==> src/sv/mntl_pkg.sv <==
// Package for the MIDI note toggle latch: payload structs, command codes,
// queue entry type and shared constants. Depends on nothing.
package mntl_pkg;

  localparam int PAD_COUNT_DEF = 16;
  localparam int MAX_RESULTS   = 16;
  localparam int CNT_W         = $clog2(MAX_RESULTS);
  localparam int Q_DEPTH       = 2;

  localparam logic [6:0] TRIG_BASE    = 7'd60;
  localparam logic [6:0] VEL_RESET    = 7'd100;
  localparam logic [3:0] NOTE_ON_HI   = 4'h9;
  localparam logic [3:0] NOTE_OFF_HI  = 4'h8;
  localparam logic [1:0] NOTE_BYTES   = 2'd3;
  localparam logic [4:0] CHAN_MAX     = 5'd16;

  typedef enum logic [1:0] {
    CMD_MIDI    = 2'd0,
    CMD_TOGGLE  = 2'd1,
    CMD_ALL_OFF = 2'd2,
    CMD_WRITE   = 2'd3
  } mntl_cmd_code_t;

  typedef enum logic [2:0] {
    K_PASS     = 3'd0,
    K_NOTE_ON  = 3'd1,
    K_NOTE_OFF = 3'd2,
    K_TOGGLE   = 3'd3,
    K_ALL_OFF  = 3'd4,
    K_WRITE    = 3'd5
  } mntl_kind_t;

  typedef struct packed {
    logic [1:0] command;
    logic [7:0] status_byte;
    logic [6:0] data_one;
    logic [6:0] data_two;
    logic [1:0] byte_count;
    logic [3:0] pad_index;
    logic [6:0] new_trigger;
    logic [6:0] new_output;
    logic [6:0] new_velocity;
    logic [4:0] new_channel;
  } mntl_in_t;

  typedef struct packed {
    logic [7:0] out_status;
    logic [6:0] out_data_one;
    logic [6:0] out_data_two;
    logic [1:0] out_count;
    logic       last_of_run;
  } mntl_out_t;

  // One classified item as it travels from the front end to the back end.
  typedef struct packed {
    mntl_kind_t kind;
    logic [3:0] pad;
    logic [6:0] note;
    logic [6:0] trig;
    logic [6:0] outn;
    logic [6:0] vel;
    logic [3:0] chan;
    mntl_out_t  pass;
  } mntl_cmd_t;

  function automatic mntl_out_t pad_msg(logic on, logic [3:0] chan, logic [6:0] note,
                                        logic [6:0] vel, logic last);
    mntl_out_t m;
    m.out_status   = {on ? NOTE_ON_HI : NOTE_OFF_HI, chan};
    m.out_data_one = note;
    m.out_data_two = vel;
    m.out_count    = NOTE_BYTES;
    m.last_of_run  = last;
    return m;
  endfunction

endpackage

==> src/sv/midi_note_toggle_latch_unit.sv <==
// Top level of the MIDI note toggle latch: front end, queue and back end.
// Depends on mntl_pkg, mntl_front, mntl_queue and mntl_back.
//
//   Channel   Direction   Payload      Handshake
//   in_       input       mntl_in_t    in_valid / in_ready
//   out_      output      mntl_out_t   out_valid / out_ready
//
// A pass-through message or a toggle command goes from the queue into the result
// register and from there, in ST_EMIT, into the output register; a note-on that has
// to be matched against the trigger notes first passes through ST_FIND, the compare
// across all pads. An all-pads-off command walks the latched pads in ST_SCAN instead.
// Reset is synchronous and active low; it restores every pad's default settings
// and clears the latches at once, with no clearing pass. The queue lets input
// beats keep arriving while the result register waits on out_ready.
module midi_note_toggle_latch_unit
  import mntl_pkg::*;
#(
  parameter int PAD_COUNT = PAD_COUNT_DEF
) (
  input  logic      clk,
  input  logic      rst_n,
  input  logic      in_valid,
  output logic      in_ready,
  input  mntl_in_t  in_data,
  output logic      out_valid,
  input  logic      out_ready,
  output mntl_out_t out_data
);

  // Classified items flow from the front end into the queue.
  logic      push_valid;
  logic      push_ready;
  mntl_cmd_t push_data;

  // And from the queue into the back end, which owns all pad state.
  logic      pop_valid;
  logic      pop_ready;
  mntl_cmd_t pop_data;

  // The front end needs no state of its own: it decodes the command, spots
  // note messages and discards commands aimed at a pad that does not exist.
  mntl_front #(
    .PAD_COUNT(PAD_COUNT)
  ) u_front (
    .in_valid  (in_valid),
    .in_ready  (in_ready),
    .in_data   (in_data),
    .push_valid(push_valid),
    .push_ready(push_ready),
    .push_data (push_data)
  );

  mntl_queue u_queue (
    .clk       (clk),
    .rst_n     (rst_n),
    .push_valid(push_valid),
    .push_ready(push_ready),
    .push_data (push_data),
    .pop_valid (pop_valid),
    .pop_ready (pop_ready),
    .pop_data  (pop_data)
  );

  // The back end matches notes, flips latches, writes settings and walks the
  // latched pads for the all-off command, one note-off per beat.
  mntl_back #(
    .PAD_COUNT(PAD_COUNT)
  ) u_back (
    .clk      (clk),
    .rst_n    (rst_n),
    .pop_valid(pop_valid),
    .pop_ready(pop_ready),
    .pop_data (pop_data),
    .out_valid(out_valid),
    .out_ready(out_ready),
    .out_data (out_data)
  );

endmodule

==> src/sv/mntl_front.sv <==
// Front end: accepts input beats and classifies them into queue entries.
// Depends on mntl_pkg.
module mntl_front
  import mntl_pkg::*;
#(
  parameter int PAD_COUNT = PAD_COUNT_DEF
) (
  input  logic      in_valid,
  output logic      in_ready,
  input  mntl_in_t  in_data,
  output logic      push_valid,
  input  logic      push_ready,
  output mntl_cmd_t push_data
);

  logic       is_note;
  logic       is_on;
  logic       is_off;
  logic       idx_ok;
  logic       drop;
  logic [4:0] ch_clamp;

  always_comb begin
    is_note = (in_data.byte_count == NOTE_BYTES);
    is_on   = is_note && (in_data.status_byte[7:4] == NOTE_ON_HI) && (in_data.data_two != 7'd0);
    is_off  = is_note && ((in_data.status_byte[7:4] == NOTE_OFF_HI) ||
              ((in_data.status_byte[7:4] == NOTE_ON_HI) && (in_data.data_two == 7'd0)));
    idx_ok  = (32'(in_data.pad_index) < PAD_COUNT);

    if (in_data.new_channel == 5'd0) begin
      ch_clamp = 5'd1;
    end else if (in_data.new_channel > CHAN_MAX) begin
      ch_clamp = CHAN_MAX;
    end else begin
      ch_clamp = in_data.new_channel;
    end

    push_data.pad  = in_data.pad_index;
    push_data.note = in_data.data_one;
    push_data.trig = in_data.new_trigger;
    push_data.outn = in_data.new_output;
    push_data.vel  = (in_data.new_velocity == 7'd0) ? 7'd1 : in_data.new_velocity;
    push_data.chan = 4'(ch_clamp - 5'd1);

    // Data bytes beyond the byte count go out as zero.
    push_data.pass.out_status   = in_data.status_byte;
    push_data.pass.out_data_one = (in_data.byte_count >= 2'd2) ? in_data.data_one : 7'd0;
    push_data.pass.out_data_two = (in_data.byte_count == 2'd3) ? in_data.data_two : 7'd0;
    push_data.pass.out_count    = in_data.byte_count;
    push_data.pass.last_of_run  = 1'b1;

    drop = 1'b0;
    unique case (mntl_cmd_code_t'(in_data.command))
      CMD_MIDI: begin
        push_data.kind = is_on ? K_NOTE_ON : (is_off ? K_NOTE_OFF : K_PASS);
      end
      CMD_TOGGLE: begin
        push_data.kind = K_TOGGLE;
        drop = !idx_ok;
      end
      CMD_ALL_OFF: begin
        push_data.kind = K_ALL_OFF;
      end
      CMD_WRITE: begin
        push_data.kind = K_WRITE;
        drop = !idx_ok;
      end
      default: begin
        push_data.kind = K_PASS;
      end
    endcase
  end

  // Items without any effect are taken and discarded without entering the queue.
  assign in_ready   = push_ready;
  assign push_valid = in_valid && !drop;

endmodule

==> src/sv/mntl_queue.sv <==
// Short queue of classified items between the front and back ends.
// Depends on mntl_pkg.
module mntl_queue
  import mntl_pkg::*;
(
  input  logic      clk,
  input  logic      rst_n,
  input  logic      push_valid,
  output logic      push_ready,
  input  mntl_cmd_t push_data,
  output logic      pop_valid,
  input  logic      pop_ready,
  output mntl_cmd_t pop_data
);

  localparam int AW = (Q_DEPTH > 1) ? $clog2(Q_DEPTH) : 1;
  localparam int CW = $clog2(Q_DEPTH + 1);

  mntl_cmd_t         mem_r [Q_DEPTH];
  logic [AW-1:0]     wr_ptr_r, wr_ptr_nxt;
  logic [AW-1:0]     rd_ptr_r, rd_ptr_nxt;
  logic [CW-1:0]     count_r, count_nxt;
  logic              do_push;
  logic              do_pop;

  assign push_ready = (count_r != CW'(Q_DEPTH));
  assign pop_valid  = (count_r != '0);
  assign pop_data   = mem_r[rd_ptr_r];
  assign do_push    = push_valid && push_ready;
  assign do_pop     = pop_valid && pop_ready;

  always_comb begin
    wr_ptr_nxt = wr_ptr_r;
    rd_ptr_nxt = rd_ptr_r;
    if (do_push) begin
      wr_ptr_nxt = (wr_ptr_r == AW'(Q_DEPTH - 1)) ? '0 : wr_ptr_r + AW'(1);
    end
    if (do_pop) begin
      rd_ptr_nxt = (rd_ptr_r == AW'(Q_DEPTH - 1)) ? '0 : rd_ptr_r + AW'(1);
    end
    count_nxt = count_r + CW'(do_push) - CW'(do_pop);
  end

  always_ff @(posedge clk) begin
    if (!rst_n) begin
      wr_ptr_r <= '0;
      rd_ptr_r <= '0;
      count_r  <= '0;
    end else begin
      wr_ptr_r <= wr_ptr_nxt;
      rd_ptr_r <= rd_ptr_nxt;
      count_r  <= count_nxt;
    end
  end

  always_ff @(posedge clk) begin
    if (do_push) begin
      mem_r[wr_ptr_r] <= push_data;
    end
  end

endmodule

==> src/sv/mntl_back.sv <==
// Back end: holds the pad settings and latches, carries out queued items and
// drives the registered result channel. Depends on mntl_pkg.
module mntl_back
  import mntl_pkg::*;
#(
  parameter int PAD_COUNT = PAD_COUNT_DEF
) (
  input  logic      clk,
  input  logic      rst_n,
  input  logic      pop_valid,
  output logic      pop_ready,
  input  mntl_cmd_t pop_data,
  output logic      out_valid,
  input  logic      out_ready,
  output mntl_out_t out_data
);

  localparam int PW = (PAD_COUNT > 1) ? $clog2(PAD_COUNT) : 1;

  typedef enum logic [3:0] {
    ST_IDLE = 4'b0001,
    ST_FIND = 4'b0010,
    ST_EMIT = 4'b0100,
    ST_SCAN = 4'b1000
  } mntl_state_t;

  mntl_state_t          state_r, state_nxt;
  logic [PAD_COUNT-1:0] latch_r, latch_nxt;
  logic [PAD_COUNT-1:0] mask_r, mask_nxt;
  logic [6:0]           trig_r [PAD_COUNT];
  logic [6:0]           outn_r [PAD_COUNT];
  logic [6:0]           vel_r  [PAD_COUNT];
  logic [3:0]           chan_r [PAD_COUNT];
  logic [CNT_W-1:0]     cnt_r, cnt_nxt;
  mntl_cmd_t            cur_r, cur_nxt;
  mntl_out_t            res_r, res_nxt;
  logic                 out_valid_r, out_valid_nxt;
  mntl_out_t            out_data_r, out_data_nxt;

  logic                 wr_en;
  logic [PW-1:0]        head_idx;
  logic [PW-1:0]        match_idx;
  logic                 match_hit;
  logic [PW-1:0]        low_idx;
  logic [PW-1:0]        rd_idx;
  logic [PAD_COUNT-1:0] mask_rest;
  logic                 out_free;
  logic                 scan_last;

  assign head_idx  = PW'(pop_data.pad);
  assign out_free  = !out_valid_r || out_ready;
  assign mask_rest = mask_r & (mask_r - PAD_COUNT'(1));
  assign scan_last = (mask_rest == '0) || (cnt_r == CNT_W'(MAX_RESULTS - 1));

  // Lowest pad whose trigger note matches, and lowest pad still to be reported.
  always_comb begin
    match_hit = 1'b0;
    match_idx = '0;
    low_idx   = '0;
    for (int i = PAD_COUNT - 1; i >= 0; i--) begin
      if (trig_r[i] == cur_r.note) begin
        match_hit = 1'b1;
        match_idx = PW'(i);
      end
      if (mask_r[i]) begin
        low_idx = PW'(i);
      end
    end
  end

  // One read port onto the pad settings, steered by the state.
  always_comb begin
    if (state_r == ST_FIND) begin
      rd_idx = match_idx;
    end else if (state_r == ST_SCAN) begin
      rd_idx = low_idx;
    end else begin
      rd_idx = head_idx;
    end
  end

  always_comb begin
    state_nxt     = state_r;
    latch_nxt     = latch_r;
    mask_nxt      = mask_r;
    cnt_nxt       = cnt_r;
    cur_nxt       = cur_r;
    res_nxt       = res_r;
    out_valid_nxt = out_valid_r && !out_ready;
    out_data_nxt  = out_data_r;
    pop_ready     = 1'b0;
    wr_en         = 1'b0;

    unique case (state_r)
      ST_IDLE: begin
        pop_ready = 1'b1;
        if (pop_valid) begin
          cur_nxt = pop_data;
          unique case (pop_data.kind) inside
            K_NOTE_ON, K_NOTE_OFF: begin
              state_nxt = ST_FIND;
            end
            K_TOGGLE: begin
              latch_nxt[rd_idx] = !latch_r[rd_idx];
              res_nxt   = pad_msg(!latch_r[rd_idx], chan_r[rd_idx], outn_r[rd_idx],
                                  vel_r[rd_idx], 1'b1);
              state_nxt = ST_EMIT;
            end
            K_ALL_OFF: begin
              mask_nxt  = latch_r;
              latch_nxt = '0;
              cnt_nxt   = '0;
              state_nxt = ST_SCAN;
            end
            K_WRITE: begin
              wr_en = 1'b1;
              latch_nxt[head_idx] = 1'b0;
            end
            default: begin
              res_nxt   = pop_data.pass;
              state_nxt = ST_EMIT;
            end
          endcase
        end
      end
      ST_FIND: begin
        if (!match_hit) begin
          res_nxt   = cur_r.pass;
          state_nxt = ST_EMIT;
        end else if (cur_r.kind == K_NOTE_OFF) begin
          state_nxt = ST_IDLE;
        end else begin
          latch_nxt[rd_idx] = !latch_r[rd_idx];
          res_nxt   = pad_msg(!latch_r[rd_idx], chan_r[rd_idx], outn_r[rd_idx],
                              vel_r[rd_idx], 1'b1);
          state_nxt = ST_EMIT;
        end
      end
      ST_EMIT: begin
        if (out_free) begin
          out_valid_nxt = 1'b1;
          out_data_nxt  = res_r;
          state_nxt     = ST_IDLE;
        end
      end
      ST_SCAN: begin
        if (mask_r == '0) begin
          state_nxt = ST_IDLE;
        end else if (out_free) begin
          out_valid_nxt = 1'b1;
          out_data_nxt  = pad_msg(1'b0, chan_r[rd_idx], outn_r[rd_idx], vel_r[rd_idx],
                                  scan_last);
          mask_nxt      = mask_rest;
          cnt_nxt       = cnt_r + CNT_W'(1);
          if (scan_last) begin
            mask_nxt  = '0;
            state_nxt = ST_IDLE;
          end
        end
      end
      default: begin
        state_nxt = ST_IDLE;
      end
    endcase
  end

  always_ff @(posedge clk) begin
    if (!rst_n) begin
      state_r     <= ST_IDLE;
      latch_r     <= '0;
      mask_r      <= '0;
      cnt_r       <= '0;
      out_valid_r <= 1'b0;
      for (int i = 0; i < PAD_COUNT; i++) begin
        trig_r[i] <= 7'(TRIG_BASE + 7'(i));
        outn_r[i] <= 7'(TRIG_BASE + 7'(i));
        vel_r[i]  <= VEL_RESET;
        chan_r[i] <= 4'd0;
      end
    end else begin
      state_r     <= state_nxt;
      latch_r     <= latch_nxt;
      mask_r      <= mask_nxt;
      cnt_r       <= cnt_nxt;
      out_valid_r <= out_valid_nxt;
      if (wr_en) begin
        trig_r[head_idx] <= pop_data.trig;
        outn_r[head_idx] <= pop_data.outn;
        vel_r[head_idx]  <= pop_data.vel;
        chan_r[head_idx] <= pop_data.chan;
      end
    end
  end

  always_ff @(posedge clk) begin
    cur_r      <= cur_nxt;
    res_r      <= res_nxt;
    out_data_r <= out_data_nxt;
  end

  assign out_valid = out_valid_r;
  assign out_data  = out_data_r;

endmodule

==> config.mk <==
export PLATFORM = sky130hd
export DESIGN_NAME = midi_note_toggle_latch_unit
export DESIGN_NICKNAME = d
export VERILOG_FILES = /design/src/sv/mntl_pkg.sv /design/src/sv/midi_note_toggle_latch_unit.sv /design/src/sv/mntl_front.sv /design/src/sv/mntl_queue.sv /design/src/sv/mntl_back.sv
export SDC_FILE = /design/constraint.sdc
export NUM_CORES = 1
export LEC_CHECK = 0
export ABC_CLOCK_PERIOD_IN_PS = 9050
export BUFFER_PORTS_ARGS = -buffer_cell sky130_fd_sc_hd__buf_2
export CORE_MARGIN = 4
export CORE_UTILIZATION = 30
export CTS_CLUSTER_DIAMETER = 80
export CTS_CLUSTER_SIZE = 20
export DETAILED_ROUTE_END_ITERATION = 8
export PLACE_DENSITY = 0.5
export SYNTH_ARGS = -nofsm -noshare
export SYNTH_HDL_FRONTEND = slang
export SYNTH_SLANG_ARGS = --single-unit
export TNS_END_PERCENT = 30
==> constraint.sdc <==
create_clock -name clk -period 9.05 [get_ports clk]
set_clock_uncertainty 0.1 [all_clocks]
set_input_delay 0.4525 -clock clk [delete_from_list [all_inputs] [get_ports clk]]
set_output_delay 0.4525 -clock clk [all_outputs]
set_load 0.1 [all_outputs]
* Word level (Yosys, flattened, before mapping)
Memory sizes are Yosys's and may differ from the RTL's. A register that Yosys moved wholly into a read port is not among the register bits.
Cells that the tools add are included.
** Operators by class
- Muxes and demuxes :: 129
- $add $sub $neg :: 7
- Bitwise operators :: 3
- Equal/unequal tests :: 47
- Magnitude comparators :: 6
- Reduce and logical (&&, ||, !) cells :: 38
** Operators by type and width (count)
- 4-bit 2-to-1 mux :: 51
- 25-bit 2-to-1 mux :: 6
- 25-bit one-hot mux with 2 select lines :: 3
- 16-bit 2-to-1 mux :: 8
- 7-bit == test :: 16
- 16-bit one-hot mux with 2 select lines :: 2
- 16-bit one-hot mux with 3 select lines :: 1
- 7-bit 2-to-1 mux :: 6
- 1-bit 2-to-1 mux :: 40
- 16-bit AND :: 2
- 16-bit zero test :: 2
- 7-bit OR reduction :: 3
- 16-bit bitwise mux :: 1
- 4-bit == test, second input constant :: 4
- 16-bit inverter :: 1
- 4-bit one-hot mux with 4 select lines :: 1
- 16-bit by 1-bit subtractor with 16-bit output, second input constant :: 1
- 5-bit AND reduction :: 3
- 7-bit zero test :: 2
- 2-bit != test, second input constant :: 6
- 3-bit one-hot mux with 4 select lines :: 1
- 4-bit one-hot mux with 3 select lines :: 1
- 4-bit by 5-bit less-than comparator with 1-bit output, second input constant :: 2
- 3-bit by 2-bit == test with 1-bit output, second input constant :: 3
- 36 further kinds :: 64
** Storage, ports and cells
- Flip-flop bits (word level) :: 130
- RAM bits :: 526
- Output and inout bits :: 27
- Memories kept :: 5
- Logic and storage cells :: 260
** Memories
- u_queue.mem_r :: depth 2, width 63, read ports 1, clocked after Yosys merged registers in 1, write ports 1, line mntl_queue.sv:19 : mntl_cmd_t mem_r [Q_DEPTH];
- u_back.outn_r :: depth 16, width 7, read ports 1, clocked after Yosys merged registers in 0, write ports 16, line mntl_back.sv:31 : logic [6:0] outn_r [PAD_COUNT];
- u_back.trig_r :: depth 16, width 7, read ports 16, clocked after Yosys merged registers in 0, write ports 16, line mntl_back.sv:30 : logic [6:0] trig_r [PAD_COUNT];
- u_back.vel_r :: depth 16, width 7, read ports 1, clocked after Yosys merged registers in 0, write ports 16, line mntl_back.sv:32 : logic [6:0] vel_r [PAD_COUNT];
- u_back.chan_r :: depth 16, width 4, read ports 1, clocked after Yosys merged registers in 0, write ports 16, line mntl_back.sv:33 : logic [3:0] chan_r [PAD_COUNT];

* Longest topological paths before layout
Gate-level depths: netlist of the first run.
An unclocked memory read counts as a cell.
- Depth after elaboration :: 27
- Gate-level depth with buffers :: 17
- Gate-level depth less buffers :: 12

* Cells and area by module
Synthesis of the first run repeated with hierarchy kept, for this count alone.
** Unflattened totals
- Cell total of the unflattened synthesis :: 2182
- Area total of the unflattened synthesis :: 30825.8 µm²
** Modules (own cells, without submodules)
- mntl_back :: cells an instance 1873, sequential area each 15384.8 µm², area an instance 25369.3 µm², instances 1
- mntl_queue :: cells an instance 228, sequential area each 3943.8 µm², area an instance 4902.2 µm², instances 1
- mntl_front :: cells an instance 81, sequential area each 0.0 µm², area an instance 554.3 µm², instances 1

* Worst setup path after synthesis of the first run
OpenSTA, ideal clock, no wires.
- Kind :: register to register
- From :: register u_back.state_r[1]
- To :: memory u_back.chan_r[6][0] (enable)
- Path buffers :: 3
- Cell stages (with the launch flop) :: 10
- Clock period less this slack :: 4.987 ns
- Slack :: 4.063 ns
- Arrival time :: 4.505 ns
- Cell sequence :: dfxtp_1 -> or4b_2 -> nor2_1 -> and3_1 -> clkbuf_1 -> and2_1 -> clkbuf_1 -> nand2_1 -> clkbuf_1 -> nand2_1
** RTL lines
- start, declared :: line mntl_back.sv:27 : mntl_state_t state_r, state_nxt;
- start signal, assigned :: line mntl_back.sv:181 : state_r <= state_nxt;
- end, declared :: line mntl_back.sv:33

==> impl_metrics.json, run 1 <==
{
  "hold_class": "primary input to flop",
  "status": "completed",
  "period_share_pct": 60.5,
  "final-hold-violation-count": 0,
  "overflow": 0,
  "cp_max_fo": 33,
  "syn_area_um2": 29800,
  "crit_chain": "xor2_1 -> nor4_1 -> nand4_1 -> and4_4 -> a2111o_1 -> nand2_8 -> a21oi_4 -> a32o_1 -> nor4b_1 -> nand4_1 -> nor2_1 -> o22ai_1",
  "fin_nets": 2552,
  "worstPathRequired_ns": 9.30,
  "slew_viol_final": 0,
  "crit_type": "flop to flop",
  "ys_async_sr_fraction_pct": 0,
  "wl_per_cell_um": 24.4,
  "syn_inst": 2425,
  "hold_depth": 1,
  "clock_sinks": 655,
  "drive_gt1_share_pct": 13.9,
  "cts_root_buffer": "clkbuf_16",
  "drc": 0,
  "tightest_slew_ns": 1.34,
  "wirelength_um": 92700,
  "grt_pass1_vias": 19800,
  "cp-end-kind": "flop",
  "clockBufferDepth": 3,
  "ys_types": 97,
  "dr.first_iter.drc_count": 2221,
  "die-width_um": 323,
  "slowest_stage": "edfxtp_1",
  "io_pins": 87,
  "synthesis.nets": 2489,
  "avgSynthCellArea_um2": 12.3,
  "die_y_um": 323,
  "cpMostUsedCell": "nand4_1",
  "coreArea_um2": 98600,
  "gr-usage-all-layers_pct": 17.4,
  "vias_per_cell": 5.32,
  "gp_congestion": 0.881,
  "finalSetupViolations": 0,
  "htreeDepth": 2,
  "dieArea_um2": 105000,
  "vias": 20200,
  "startpoint_type": "flop",
  "synth_edf_count": 609,
  "dp_worst_setup_slack_ns": 3.58,
  "setup_slack_ns": 3.58,
  "grt_first_pass_wirelength_um": 135000,
  "hpwlAfterDp_um": 62100,
  "ys_seq_area_share_pct": 64.4,
  "fillCellCount": 9661,
  "fin_crit_ns": 5.47,
  "reg2reg_depth": 12,
  "tns_ns": 0,
  "ys_warn_count": 0,
  "port_buffers": 86,
  "grt_max_degree": 65,
  "finalCoreUtilization_pct": 33.7,
  "area_delta_synth_final_pct": 11.3,
  "ir_drop_mv": 0.168,
  "cts_tree": "yes",
  "crit_arrival_ns": 5.72,
  "max_freq_mhz": 183,
  "rsz0062_at_grt": "no",
  "leakage_nw": 10.5,
  "synth_seq_cells": 655,
  "antennaDiodeCount": 0,
  "power.density_nw_per_um2": 258,
  "clk_latency_ns": 0.61,
  "synthFlopType": "edfxtp_1",
  "max_stage_delay_ns": 1.00,
  "cts_buffers": 41,
  "clk_pin_slew_worst_paths_ns": 0.08,
  "cts_resized": 0,
  "slew_headroom_pct": 10.3,
  "start_util_pct": 30.3,
  "max_cap_violations": 0,
  "grt_antenna_before_repair": 2,
  "dr.pass1.iters": 5,
  "row_count": 115,
  "postRouteAntennaNets": 0
}
## power breakdown
| group | internal [mW] | leakage [nW] | total [mW] | switching [mW] |
|---|---|---|---|---|
| registers | 3.62 | 5.91 | 3.82 | 0.203 |
| clock network | 0.875 | 0.574 | 1.91 | 1.03 |
| logic | 0.851 | 4.03 | 2.85 | 2.00 |
| total | 5.34 | 10.5 | 8.57 | 3.23 |
## sequential cells by signal, summed over array words and instances, names as in the netlist, 16 cells and up, named ones only
name             count
u_back.out_data     25
u_back.chan_r       64
u_back.vel_r       112
u_back.trig_r      112
u_queue.mem_r      126
u_back.cur_r        34
u_back.mask_r       16
u_back.outn_r      112
u_back.res_r        24
u_back.latch_r      16
## layout make-up
type                    count  area [um2]  share of cell area, %
flip-flops and latches    655       19200                   57.9
multi-input cells        1582        9810                   29.5
well taps                1287        1610                   4.85
repair buffers            193        1330                   4.00
clock buffers              48        1090                   3.30
clock inverters            10        87.6                  0.264
inverters                  15        56.3                  0.170
## cells in the final DEF (no fill, tap or decap), types with 8 or more instances in the layout
cell / n
a21oi_1: 74
a22oi_1: 43
a2bb2oi_1: 13
a31oi_1: 10
a32o_1: 9
a32oi_1: 17
and2_1: 22
and3_1: 21
and4_1: 8
buf_2: 86
buf_4: 69
clkbuf_16: 43
dfxtp_1: 45
dlygate4sd3_1: 38
edfxtp_1: 609
inv_1: 15
mux2_2: 34
mux2i_1: 35
mux2i_2: 17
nand2_1: 326
nand2b_1: 14
nand3_1: 44
nand4_1: 25
nor2_1: 336
nor2b_1: 17
nor3_1: 30
nor4_1: 26
nor4b_1: 8
o211ai_1: 18
o21ai_0: 90
o22ai_1: 24
o2bb2ai_1: 26
o31ai_1: 11
xnor2_1: 55
xor2_1: 63
## what timing repair did
item | in CTS | in global routing
hold endpoints to repair | 76 | 0
hold buffers | 38 | 0
setup buffers | 0 | 0
## Yosys cell counts (21+ instances only)
library cell	number	area, um2
edfxtp_1	609	18300
nor2_1	340	1280
nand2_1	328	1230
clkbuf_1	111	417
o21ai_0	91	455
a21oi_1	74	370
xor2_1	63	552
xnor2_1	55	482
mux2i_1	52	521
dfxtp_1	46	921
nand3_1	44	220
a22oi_1	43	323
mux2_2	34	383
nor3_1	32	160
buf_2	29	145
nor4_1	26	163
o2bb2ai_1	26	228
nand4_1	25	156
o22ai_1	24	150
and2_1	23	144
and3_1	22	138
buf_6	21	236
## worst paths after layout
path / start / endpoint / slack (ns)
max: u_back.cur_r[56] / u_back.res_r[4] / 3.58
min: in_data[55] / u_queue.mem_r[0][62] / 0.05
max reg2reg: u_back.cur_r[56] / u_back.res_r[4] / 3.58
min reg2reg: u_back.cnt_r[1] / u_back.cnt_r[1] / 0.40
## worst max-delay path, delay by kind of cell, from the launching register on
family	cells	cell delay (ns)
flip-flops	1	1.00
XOR/XNOR	1	0.15
AO/OA/AOI/OAI	4	1.37
AND/OR/NAND/NOR	7	2.54
## per-stage QoR
step	power (mW)	hold WS, ns	instances	area, um2
after floorplan	5.71	0.331	2425	29800
after global placement	6.68	0.351	3694	31600
after detailed placement	6.72	0.383	3694	31600
after CTS	8.63	0.0135	3790	33200
after global routing	8.94	0.0297	3790	33200
final	8.57	0.0530	3790	33200
## cells by family (layout without fill, tap and decap cells)
| family | after synthesis | count (layout) | share of synthesized area, % |
|---|---|---|---|
| AOI/OAI and AO/OA | 433 | 433 | 10.8 |
| muxes | 87 | 87 | 3.08 |
| xor gates and xnor gates | 118 | 118 | 3.47 |
| buffers and inverters | 188 | 266 | 3.15 |
| adders and majority gates | 9 | 9 | 0.336 |
| and+or+nand+nor | 935 | 935 | 14.8 |
| DFF | 655 | 655 | 64.4 |
## per-layer routing
| metal | GRT usage [%] | vias to the layer above | wire length, um |
|---|---|---|---|
| met5 | 0 | - | 0 |
| met4 | 4.79 | 0 | 2550 |
| met3 | 2.58 | 113 | 6290 |
| met2 | 27.9 | 812 | 43400 |
| met1 | 24.5 | 10200 | 40400 |
| li1 | - | 9011 | - |
No activity file was read; power rests on OpenSTA's default activity.
==> run 2, diff against run 1 <==
--- a/config.mk
+++ b/config.mk
@@ -5,7 +5,8 @@
 export SDC_FILE = /design/constraint.sdc
 export NUM_CORES = 1
 export LEC_CHECK = 0
-export ABC_CLOCK_PERIOD_IN_PS = 9050
+export ABC_AREA = 1
+export ABC_CLOCK_PERIOD_IN_PS = 5740
 export BUFFER_PORTS_ARGS = -buffer_cell sky130_fd_sc_hd__buf_2
 export CORE_MARGIN = 4
 export CORE_UTILIZATION = 30
==> constraint.sdc (replaced) <==
create_clock -name clk -period 5.74 [get_ports clk]
set_clock_uncertainty 0.1 [all_clocks]
set_input_delay 0.287 -clock clk [delete_from_list [all_inputs] [get_ports clk]]
set_output_delay 0.287 -clock clk [all_outputs]
set_load 0.1 [all_outputs]
==> run 2 against run 1 <==
Net effect:
- sequential cell count unchanged
- fmax rose by 16%
- final cell count up 9.3%
- sequential share of layout area shrank 0.052 points
- non-clock buffer count grew 51
==> impl_metrics.json, run 2 <==
{
  "status": "completed",
  "largest_reg_flops": 126,
  "cts_root_buffer": "clkbuf_16",
  "coreArea_um2": 96700,
  "holdWs_ns": 0.0858,
  "finalSetupViolations": 0,
  "tightest_slew_ns": 1.23,
  "hpwlAfterDp_um": 56800,
  "seqPwrFrac_pct": 42.7,
  "synthesis.nets": 2769,
  "fin_nets": 2905,
  "worstPathRequired_ns": 6.12,
  "dr.pass1.iters": 6,
  "power.switching_mw": 5.59,
  "vias": 19900,
  "top_register": "u_queue.mem_r",
  "crit_type": "flop to flop",
  "startpoint_type": "flop",
  "grt_antenna_before_repair": 0,
  "grt_pass1_vias": 19300,
  "grt_first_pass_wirelength_um": 129000,
  "hold_depth": 5,
  "hold_class": "primary input to flop",
  "wirelength_um": 87100,
  "clockBufferDepth": 3,
  "ys_warn_count": 0,
  "dr.first_iter.drc_count": 1672,
  "cts_buffers": 41,
  "area_delta_synth_final_pct": 13.7,
  "leakage_nw": 12.2,
  "io_pins": 87,
  "ir_drop_mv": 0.272,
  "postRouteAntennaNets": 0,
  "start_util_pct": 30.2,
  "cts_tree": "yes",
  "max_stage_delay_ns": 0.92,
  "syn_area_um2": 29200,
  "place_inst": 4016,
  "avgSynthCellArea_um2": 10.8,
  "power.density_nw_per_um2": 436,
  "tns_ns": 0,
  "cts_hold_buf": 58,
  "final_cell_mix": "644 x nand2_1, 609 x edfxtp_1, 391 x nor2_1, 204 x inv_1, 148 x a22oi_1",
  "overflow": 0,
  "synth_edf_count": 609,
  "yosysMostFrequentCell": "nand2_1",
  "synth_top_area_share_pct": 62.6,
  "ff2ff_setup_slack_ns": 1.00,
  "r2r-start": "u_back.cur_r[54]",
  "synthFlopType": "edfxtp_1",
  "clk_latency_ns": 0.61,
  "gr-usage-all-layers_pct": 16.7,
  "reg2reg_depth": 19,
  "row_count": 114,
  "period_share_pct": 82.5,
  "slew_viol_final": 0,
  "ys_async_sr_fraction_pct": 0,
  "die-width_um": 320,
  "cpMostUsedCell": "nand2_1",
  "crit_arrival_ns": 5.11,
  "hold_end": "u_queue.wr_ptr_r",
  "final-hold-violation-count": 0,
  "ys_top_cells_by_count": "644 x nand2_1, 609 x edfxtp_1, 394 x nor2_1",
  "synth_seq_cells": 655,
  "cts_setup_buffers": 0,
  "cts_resized": 0,
  "ys_types": 54,
  "worst-path-buf-inv": 3,
  "vias_per_cell": 4.81,
  "hold_start": "in_valid",
  "layout_commonest_cell": "nand2_1",
  "die_y_um": 320,
  "switching_share_pct": 38.6,
  "stdcell_area_um2": 33200,
  "slew_headroom_pct": 17.8,
  "stdcell_count": 4142,
  "max_cap_violations": 0,
  "port_buffers": 86,
  "p_int_mw": 8.89,
  "wl_per_cell_um": 21.0,
  "syn_inst": 2705,
  "dieArea_um2": 102000,
  "pwr-share-comb_pct": 35.7,
  "clk_pin_slew_worst_paths_ns": 0.09,
  "cp-end-kind": "flop",
  "slowest_stage": "edfxtp_1",
  "synth_area_leader_cell": "edfxtp_1",
  "ys_seq_area_share_pct": 65.7,
  "grt_max_degree": 74,
  "crit_family": "simple AND/OR/NAND/NOR gates",
  "clock_sinks": 655,
  "htreeDepth": 2,
  "total_power_mw": 14.5,
  "crit_chain": "buf_4 -> xnor2_1 -> and2_1 -> nand4_1 -> nand2_1 -> o21ai_0 -> nand2_1 -> nand2_1 -> nand2_1 -> a22oi_4 -> inv_2 -> nor2_8 -> buf_4 -> a22oi_1 -> nand2_1 -> nand2_1 -> nand2_1 -> o21ai_1 -> nand2_1",
  "synthTopCellsByArea": "edfxtp_1 63%, nand2_1 8.3%, nor2_1 5.1%",
  "clkPwrFrac_pct": 21.6,
  "gp_congestion": 0.801,
  "placed_area_um2": 31400,
  "r2r-end": "u_back.out_data[11]",
  "max_freq_mhz": 211,
  "fin_crit_ns": 4.74,
  "rsz0062_at_grt": "no",
  "cp_max_fo": 32,
  "drc": 0,
  "drive_gt1_share_pct": 10.9
}
run 2: final cells by class:
| cell class | count | area (um2) |
|---|---|---|
| tap | 1276 | 1600 |
| multi-input combinational | 1683 | 8530 |
| fill | 9754 | 63500 |
| clock buffer | 55 | 1120 |
| antenna | 1 | 2.50 |
| clock inverter | 12 | 145 |
| sequential | 655 | 19200 |
| timing repair buffer | 244 | 1810 |
| inverter | 216 | 811 |
run 2: metal layers:
metal  track usage, %  routed length [um]
met1             22.5               37800
met5                0                   0
met4             5.03                2550
met2             28.1               41500
met3             2.21                5190
run 2: kinds of logic after synthesis:
| logic type | synth area share, % |
|---|---|
| adder cells (fa/ha/maj) | 0.171 |
| XOR/XNOR | 3.06 |
| flip-flops | 65.7 |
| multiplexers | 1.89 |
| buffers and inverters | 5.25 |
| AND/OR/NAND/NOR | 15.5 |
| AO/OA/AOI/OAI | 8.39 |
run 2: power by group through the flow:
| stage | clock, mW | sequential, mW | combinational, mW |
|---|---|---|---|
| detailed placement | 0 | 6.30 | 5.13 |
| finish | 3.13 | 6.19 | 5.17 |
| global route | 3.40 | 6.23 | 5.68 |
| CTS | 3.23 | 6.19 | 5.18 |
| floorplan | 0 | 6.24 | 3.41 |
| global placement | 0 | 6.29 | 5.13 |
run 2: worst max path at each step:
| stage | startpoint | endpoint | slack (ns) | cells past startpoint |
|---|---|---|---|---|
| 2_1_floorplan | u_queue.count_r[0] | u_queue.mem_r[1][0] | 1.24 | 4 |
| 3_3_place_gp | u_back.cur_r[55] | u_back.out_data[11] | 1.01 | 20 |
| 3_5_place_dp | u_back.cur_r[55] | u_back.out_data[11] | 0.99 | 20 |
| 4_1_cts | u_back.cur_r[55] | u_back.out_data[16] | 0.95 | 20 |
| 5_1_grt | u_back.cur_r[50] | u_back.res_r[11] | 0.62 | 20 |
| 6_report | u_back.cur_r[54] | u_back.out_data[11] | 1.00 | 19 |
run 2: worst min-delay path, delay by kind of cell:
family | cells | cell delay (ns)
and+or+nand+nor | 2 | 0.20
AOI/OAI and AO/OA | 1 | 0.08
buffers and inverters | 2 | 0.19
run 2: through the flow:
step / utilization (%) / worst slack (ns)
2_1_floorplan: - / 1.24
3_3_place_gp: 32.4 / 1.01
3_5_place_dp: 32.4 / 0.986
4_1_cts: 34.4 / 0.951
5_1_grt: 34.4 / 0.624
6_report: 34.4 / 1.00
